$ cat src/rtl/core/stable_priority_queue_assert.svh
// Assertion macros used by the queue RTL.
// Each macro takes a label, a clock, an active-low reset, an antecedent and a consequent.
`ifndef STABLE_PRIORITY_QUEUE_ASSERT_SVH
`define STABLE_PRIORITY_QUEUE_ASSERT_SVH

// Consequent must hold in the same cycle as the antecedent.
`define SPQ_ASSERT_IMP(label, clk, rstn, ante, cons) \
  label: assert property (@(posedge clk) disable iff (!(rstn)) (ante) |-> (cons)) \
    else $error("queue assertion failed");

// Consequent must hold in the cycle after the antecedent.
`define SPQ_ASSERT_NXT(label, clk, rstn, ante, cons) \
  label: assert property (@(posedge clk) disable iff (!(rstn)) (ante) |=> (cons)) \
    else $error("queue assertion failed");

`endif

$ cat src/rtl/core/spq_pkg.sv
package spq_pkg;

  localparam int unsigned SpqCapacity = 16;

  // Request codes.
  localparam logic ReqPush = 1'b0;
  localparam logic ReqPop  = 1'b1;

  // Response status codes.
  localparam logic [1:0] StatusDone  = 2'd0;
  localparam logic [1:0] StatusEmpty = 2'd1;
  localparam logic [1:0] StatusFull  = 2'd2;

  typedef struct packed {
    logic               req_type;
    logic signed [31:0] value;
    logic [7:0]         priority_req;
  } spq_req_t;

  typedef struct packed {
    logic [1:0]         status;
    logic signed [31:0] out_value;
    logic [7:0]         out_priority;
    logic               is_empty;
  } spq_rsp_t;

  // Contents of one slot as seen by its neighbors.
  typedef struct packed {
    logic               valid;
    logic signed [31:0] value;
    logic [7:0]         prio;
  } spq_slot_t;

  // Command broadcast to every cell.
  typedef struct packed {
    logic               push;
    logic               pop;
    logic signed [31:0] value;
    logic [7:0]         prio;
  } spq_cmd_t;

endpackage

$ cat src/rtl/core/spq_req_if.sv
interface spq_req_if;
  import spq_pkg::*;

  logic     valid;
  logic     ready;
  spq_req_t data;

  modport source (output valid, output data, input ready);
  modport sink (input valid, input data, output ready);
endinterface

$ cat src/rtl/core/spq_rsp_if.sv
interface spq_rsp_if;
  import spq_pkg::*;

  logic     valid;
  logic     ready;
  spq_rsp_t data;

  modport source (output valid, output data, input ready);
  modport sink (input valid, input data, output ready);
endinterface

$ cat src/rtl/core/spq_cell.sv
module spq_cell (
  input  logic              clk_i,
  input  logic              rst_ni,
  input  spq_pkg::spq_cmd_t cmd_i,
  input  spq_pkg::spq_slot_t left_i,
  input  logic              left_ins_i,
  input  spq_pkg::spq_slot_t right_i,
  output spq_pkg::spq_slot_t slot_o,
  output logic              ins_o
);
  import spq_pkg::*;

  logic               valid_q, valid_d;
  logic signed [31:0] value_q, value_d;
  logic [7:0]         prio_q, prio_d;

  // A new entry lands at or ahead of this slot when the slot is free or
  // holds a strictly lower priority.
  assign ins_o = !valid_q || (prio_q < cmd_i.prio);

  always_comb begin
    valid_d = valid_q;
    value_d = value_q;
    prio_d  = prio_q;
    if (cmd_i.pop) begin
      valid_d = right_i.valid;
      value_d = right_i.value;
      prio_d  = right_i.prio;
    end else if (cmd_i.push && ins_o) begin
      if (left_ins_i) begin
        valid_d = left_i.valid;
        value_d = left_i.value;
        prio_d  = left_i.prio;
      end else begin
        valid_d = 1'b1;
        value_d = cmd_i.value;
        prio_d  = cmd_i.prio;
      end
    end
  end

  always_ff @(posedge clk_i or negedge rst_ni) begin
    if (!rst_ni) begin
      valid_q <= 1'b0;
    end else begin
      valid_q <= valid_d;
    end
  end

  always_ff @(posedge clk_i) begin
    value_q <= value_d;
    prio_q  <= prio_d;
  end

  assign slot_o = '{valid: valid_q, value: value_q, prio: prio_q};

endmodule

$ cat src/rtl/core/stable_priority_queue.sv
// Channel  Direction  Payload                                      Handshake
// req_i    in         req_type, value, priority_req                valid / ready
// rsp_o    out        status, out_value, out_priority, is_empty    valid / ready
//
// Each request is applied to the cell row in the cycle it is accepted, and its
// response is in the output register in the next cycle: one item per cycle unless
// a response stalls. The row of cells is the only storage; one compare per cell
// sets that figure. Reset empties the queue at once; no clearing pass is needed.
// A request is accepted while the output register is empty or being drained, so
// a stalled response holds the input back.
`include "stable_priority_queue_assert.svh"

module stable_priority_queue #(
  parameter int unsigned CAPACITY = spq_pkg::SpqCapacity
) (
  input logic       clk_i,
  input logic       rst_ni,
  spq_req_if.sink   req_i,
  spq_rsp_if.source rsp_o
);
  import spq_pkg::*;

  // The queue is a row of cells. Slot 0 holds the next entry to leave and
  // the valid flags always form a run of ones starting at slot 0, so the
  // empty and full flags are read directly from the first and last valid flags.
  spq_slot_t             slot   [CAPACITY];
  logic [CAPACITY-1:0]   ins;
  logic [CAPACITY-1:0]   valid_vec;
  spq_cmd_t              cmd;

  logic     accept;
  logic     q_empty;
  logic     q_full;
  logic     push_go;
  logic     pop_go;
  logic     rsp_valid_q;
  spq_rsp_t rsp_q, rsp_d;

  assign q_empty = !valid_vec[0];
  assign q_full  = valid_vec[CAPACITY-1];

  assign req_i.ready = !rsp_valid_q || rsp_o.ready;
  assign accept      = req_i.valid && req_i.ready;

  // Rejected pushes and pops on an empty queue leave the cells untouched.
  assign push_go = accept && (req_i.data.req_type == ReqPush) && !q_full;
  assign pop_go  = accept && (req_i.data.req_type == ReqPop) && !q_empty;

  assign cmd = '{push: push_go, pop: pop_go,
                 value: req_i.data.value, prio: req_i.data.priority_req};

  for (genvar i = 0; i < CAPACITY; i++) begin : g_cell
    spq_slot_t left_slot;
    spq_slot_t right_slot;
    logic      left_ins;

    if (i == 0) begin : g_head
      // Nothing sits ahead of slot 0, so a new entry that lands here is
      // written from the request.
      assign left_slot = '0;
      assign left_ins  = 1'b0;
    end else begin : g_body
      assign left_slot = slot[i-1];
      assign left_ins  = ins[i-1];
    end

    if (i == CAPACITY - 1) begin : g_tail
      assign right_slot = '0;
    end else begin : g_inner
      assign right_slot = slot[i+1];
    end

    spq_cell u_cell (
      .clk_i      (clk_i),
      .rst_ni     (rst_ni),
      .cmd_i      (cmd),
      .left_i     (left_slot),
      .left_ins_i (left_ins),
      .right_i    (right_slot),
      .slot_o     (slot[i]),
      .ins_o      (ins[i])
    );

    assign valid_vec[i] = slot[i].valid;
  end

  // The response is formed from the cell contents before the update.
  always_comb begin
    rsp_d = '{status: StatusDone, out_value: '0, out_priority: '0, is_empty: 1'b0};
    if (req_i.data.req_type == ReqPop) begin
      if (q_empty) begin
        rsp_d.status   = StatusEmpty;
        rsp_d.is_empty = 1'b1;
      end else begin
        rsp_d.out_value    = slot[0].value;
        rsp_d.out_priority = slot[0].prio;
        rsp_d.is_empty     = !valid_vec[1];
      end
    end else if (q_full) begin
      rsp_d.status = StatusFull;
    end
  end

  always_ff @(posedge clk_i or negedge rst_ni) begin
    if (!rst_ni) begin
      rsp_valid_q <= 1'b0;
    end else if (req_i.ready) begin
      rsp_valid_q <= req_i.valid;
    end
  end

  always_ff @(posedge clk_i) begin
    if (accept) begin
      rsp_q <= rsp_d;
    end
  end

  assign rsp_o.valid = rsp_valid_q;
  assign rsp_o.data  = rsp_q;

  // Occupied slots must stay packed toward the head of the row.
  logic [CAPACITY:0] valid_ext;
  logic              packed_ok;

  assign valid_ext = {1'b0, valid_vec};
  assign packed_ok = ((valid_ext + 1'b1) & valid_ext) == '0;

  `SPQ_ASSERT_IMP(a_slots_packed, clk_i, rst_ni, 1'b1, packed_ok)
  `SPQ_ASSERT_NXT(a_push_grows, clk_i, rst_ni, push_go,
                  $countones(valid_vec) == $countones($past(valid_vec)) + 1)
  `SPQ_ASSERT_NXT(a_pop_shrinks, clk_i, rst_ni, pop_go,
                  $countones(valid_vec) + 1 == $countones($past(valid_vec)))
  `SPQ_ASSERT_NXT(a_empty_pop_flag, clk_i, rst_ni,
                  accept && (req_i.data.req_type == ReqPop) && q_empty,
                  rsp_o.valid && (rsp_o.data.status == StatusEmpty))

endmodule

$ cat src/flat_wrapper.sv
// flat-port wrapper written by rule: the top's interface ports become plain ports
module stable_priority_queue_flat import spq_pkg::*;
#(
  parameter int unsigned CAPACITY = spq_pkg::SpqCapacity
)
  (clk_i, rst_ni, req_i_valid, req_i_data, req_i_ready, rsp_o_valid, rsp_o_data, rsp_o_ready);
  spq_req_if req_i_i ();
  spq_rsp_if rsp_o_i ();
  input logic clk_i;
  input logic rst_ni;
  input wire logic [$bits(req_i_i.valid)-1:0] req_i_valid;
  input wire logic [$bits(req_i_i.data)-1:0] req_i_data;
  output wire logic [$bits(req_i_i.ready)-1:0] req_i_ready;
  output wire logic [$bits(rsp_o_i.valid)-1:0] rsp_o_valid;
  output wire logic [$bits(rsp_o_i.data)-1:0] rsp_o_data;
  input wire logic [$bits(rsp_o_i.ready)-1:0] rsp_o_ready;
  assign req_i_i.valid = req_i_valid;
  assign req_i_i.data = req_i_data;
  assign req_i_ready = req_i_i.ready;
  assign rsp_o_valid = rsp_o_i.valid;
  assign rsp_o_data = rsp_o_i.data;
  assign rsp_o_i.ready = rsp_o_ready;
  stable_priority_queue #(.CAPACITY(CAPACITY)) u_core (.clk_i(clk_i), .rst_ni(rst_ni), .req_i(req_i_i), .rsp_o(rsp_o_i));
endmodule
$ cat config.mk
export PLATFORM = sky130hd
export DESIGN_NAME = stable_priority_queue_flat
export DESIGN_NICKNAME = d
export VERILOG_FILES = /design/src/rtl/core/spq_pkg.sv /design/src/rtl/core/spq_req_if.sv /design/src/rtl/core/spq_rsp_if.sv /design/src/rtl/core/spq_cell.sv /design/src/rtl/core/stable_priority_queue.sv /design/src/flat_wrapper.sv
export VERILOG_INCLUDE_DIRS = /design/src /design/src/rtl/core
export SDC_FILE = /design/constraint.sdc
export NUM_CORES = 1
export LEC_CHECK = 0
export ABC_AREA = 1
export BUFFER_PORTS_ARGS = -buffer_cell sky130_fd_sc_hd__buf_4
export CORE_MARGIN = 3
export CORE_UTILIZATION = 30
export DETAILED_ROUTE_END_ITERATION = 16
export GPL_TIMING_DRIVEN = 0
export HOLD_SLACK_MARGIN = 0.05
export PLACE_DENSITY = 0.52
export SYNTH_ARGS = -nofsm -noshare
export SYNTH_HDL_FRONTEND = slang
export SYNTH_SLANG_ARGS = --single-unit
$ cat constraint.sdc
create_clock -name clk_i -period 4.2 [get_ports clk_i]
set_input_delay 0 -clock clk_i [delete_from_list [all_inputs] [get_ports clk_i]]
set_output_delay 0 -clock clk_i [all_outputs]
set_load 0.03 [all_outputs]
==> impl_metrics.env <==
export IMPL_outcome="completed"
export IMPL_antenna_found_initial=0
export IMPL_ys_types=24
export IMPL_cts_buffers=81
export IMPL_fmax_ghz=0.271
export IMPL_crit_type="input pin to flop"
export IMPL_drt_initial_drc_count=2749
export IMPL_leakage_uw=0.0206
export IMPL_clkTransAtPathRegs_ns=0.05
export IMPL_core_area_um2=132000
export IMPL_grt_start_max_net_pins=45
export IMPL_first_pass_iters=5
export IMPL_port_buffers=88
export IMPL_slew_viol_final=0
export IMPL_cap_violations=0
export IMPL_tightest_slew_ns=1.28
export IMPL_avgSynthCellArea_um2=8.12
export IMPL_via_per_inst=4.66
export IMPL_route_detailed_drc=0
export IMPL_gp_congestion=0.888
export IMPL_rsz0062_at_grt="false"
export IMPL_final_util_pct=34.9
export IMPL_yosys_warnings=0
export IMPL_dieArea_um2=138000
export IMPL_power_uw=28200
export IMPL_relSlewSlack_pct=14.0
export IMPL_ant_nets=0
export IMPL_dp_worst_setup_slack_ns=-0.172
export IMPL_tritoncts="done"
export IMPL_min_period_ns=3.69
export IMPL_hp_class="input pin to flop"
export IMPL_rows=133
export IMPL_holdWs_ns=0.195
export IMPL_postCtsSetupRepairBufs=0
export IMPL_drive_above_1_share_pct=7.99
export IMPL_synthesis_nets=5069
export IMPL_power_density_nw_per_um2=613
export IMPL_cp_max_fo=40
export IMPL_worstPathRequired_ns=4.46
export IMPL_final_cell_area_um2=46000
export IMPL_grt_pass1_vias=31400
export IMPL_cts_buffer_depth=3
export IMPL_vdd_drop_max_mv=0.362
export IMPL_yosysSeqAreaShare_pct=51.4
export IMPL_post_dp_hpwl_um=101000
export IMPL_grt_pass1_wl_um=185000
export IMPL_timing_final_ws_setup_ns=0.506
export IMPL_endpoint_kind="flop"
export IMPL_finalHoldViolations=0
export IMPL_cts_resized=0
export IMPL_wl_um=124000
export IMPL_num_nets_final=5290
export IMPL_root_buffer="clkbuf_16"
export IMPL_syn_inst=4919
export IMPL_placed_cell_area_um2=42900
export IMPL_wl_per_cell_um=17.8
export IMPL_die_x_um=371
export IMPL_track_usage_pct=17.6
export IMPL_grt_overflow=0
export IMPL_htreeDepth=3
export IMPL_vias=32500
export IMPL_cp_start_kind="input pin"
export IMPL_initial_core_util_pct=30.3
export IMPL_ioPinCount=90
export IMPL_syn_cell_area_um2=40000
export IMPL_area_delta_synth_final_pct=15.2
export IMPL_die_h_um=371
export IMPL_setup_viol=0
export IMPL_ys_ff_latch=700
export IMPL_clk_latency_ns=0.65
export IMPL_period_share_pct=87.9
export IMPL_clkSinkCount=700
export IMPL_arrival_ns=3.95
export IMPL_finClkSkew_ns=0.0235
power by group:
group	leakage (uW)	switching [uW]	total (uW)	internal, uW
Sequential	0.00665	539	11000	10400
Combinational	0.0127	7290	10300	3020
Clock	0.00127	2880	6960	4080
Total	0.0206	10700	28200	17500
critical path, cell delays in order:
cell and delay, ns:
dlygate4sd3_1 0.54, buf_4 0.17, inv_1 0.29, clkbuf_2 0.72, ha_1 0.37, a21oi_1 0.16, o21a_1 0.15, nand2_1 0.21
nand2_1 0.28, buf_2 0.27, nand2_1 0.09, nand2_2 0.66
timing repair:
action	CTS	global route
endpoints found under the hold margin	280	0
endpoints found under the setup margin	0	40
hold buffers	47	0
path summary, 6_finish.rpt:
| kind | startpoint | to | slack [ns] | cells past startpoint |
|---|---|---|---|---|
| hold reg to reg | u_core.g_cell[15].u_cell.value_q[17]$_SDFFE_PP0P_ | u_core.g_cell[15].u_cell.value_q[17]$_SDFFE_PP0P_ | 0.54 | 4 |
| min in group asynchronous | rst_ni | u_core.g_cell[3].u_cell.valid_q$_DFFE_PN0P_ | 0.70 | 3 |
| setup / recovery | req_i_data[7] | u_core.g_cell[0].u_cell.value_q[12]$_DFFE_PP_ | 0.51 | 12 |
| setup reg to reg | u_core.rsp_o.valid$_DFFE_PN0N_ | u_core.g_cell[11].u_cell.value_q[15]$_DFFE_PP_ | 0.53 | 6 |
| max in group asynchronous | rst_ni | u_core.g_cell[11].u_cell.valid_q$_DFFE_PN0P_ | 2.77 | 3 |
| hold / removal | req_i_valid | u_core.rsp_o.valid$_DFFE_PN0N_ | 0.20 | 4 |
cells in the final DEF (no fill, tap or decap), types with 7 or more instances in the layout:
cell type and count:
buf_4 94, nand2_1 1058, dlygate4sd3_1 47, dfxtp_1 40
nor2_1 58, ha_1 105, clkbuf_16 91, dfrtp_1 17
clkbuf_2 7, nand2_2 33, a21oi_1 86, o21ai_0 366
clkbuf_8 9, inv_1 719, clkinv_2 9, o21ai_1 163
o21a_1 14, nand3_1 1215, edfxtp_1 643, buf_2 156
buf_1 11, clkbuf_1 234, clkinv_1 12
Yosys cell counts:
master / count / area, um2
nand3_1: 1215 / 6080
nand2_1: 1073 / 4030
inv_1: 720 / 2700
edfxtp_1: 643 / 19300
o21ai_0: 366 / 1830
clkbuf_1: 216 / 811
o21ai_1: 163 / 816
buf_2: 156 / 781
ha_1: 105 / 1310
a21oi_1: 86 / 430
nor2_1: 58 / 218
dfxtp_1: 40 / 801
nand2_2: 18 / 113
dfrtp_1: 17 / 425
o21a_1: 14 / 105
buf_1: 12 / 45.0
buf_4: 6 / 45.0
buf_6: 4 / 45.0
inv_2: 2 / 7.51
nand2_4: 1 / 11.3
nor2_4: 1 / 11.3
nor3_1: 1 / 5.00
nor3_2: 1 / 10.0
o22ai_1: 1 / 6.26
flip-flops by register name (all words and copies together), names as in the netlist:
register                      count
u_core.rsp_o.data                43
u_core.g_cell.u_cell.valid_q     16
u_core.g_cell.u_cell.value_q    512
u_core.rsp_o.valid                1
u_core.g_cell.u_cell.prio_q     128
logic make-up after synthesis:
kind of cell	count (synthesis)	share of synthesized area [%]
simple gates	2368	26.2
buf+inv	1116	11.1
flops	700	51.4
compound gates	630	7.98
fa+ha+maj	105	3.29
stage by stage:
| stage | std cells | setup TNS (ns) |
|---|---|---|
| 2_1_floorplan | 4919 | 0 |
| 3_3_place_gp | 6762 | -249.61 |
| 3_5_place_dp | 6766 | -6.63 |
| 4_1_cts | 6962 | 0 |
| 5_1_grt | 6961 | 0 |
| 6_report | 6964 | 0 |
cell type report:
| type | instances | area (um2) |
|---|---|---|
| timing repair buffer | 139 | 1210 |
| inverter | 722 | 2710 |
| tap | 1755 | 2200 |
| clock inverter | 24 | 114 |
| buffer | 393 | 1730 |
| multi-input combinational | 3103 | 15000 |
| antenna | 3 | 7.51 |
| sequential | 700 | 20500 |
| fill | 13900 | 85800 |
| clock buffer | 125 | 2490 |
metal layers:
metal | GRT usage [%] | wire (um)
met4 | 5.55 | 3780
met1 | 24.3 | 58100
met2 | 28.2 | 54200
met3 | 2.80 | 7590
met5 | 0 | 0
(Power assumes the default switching activity.)
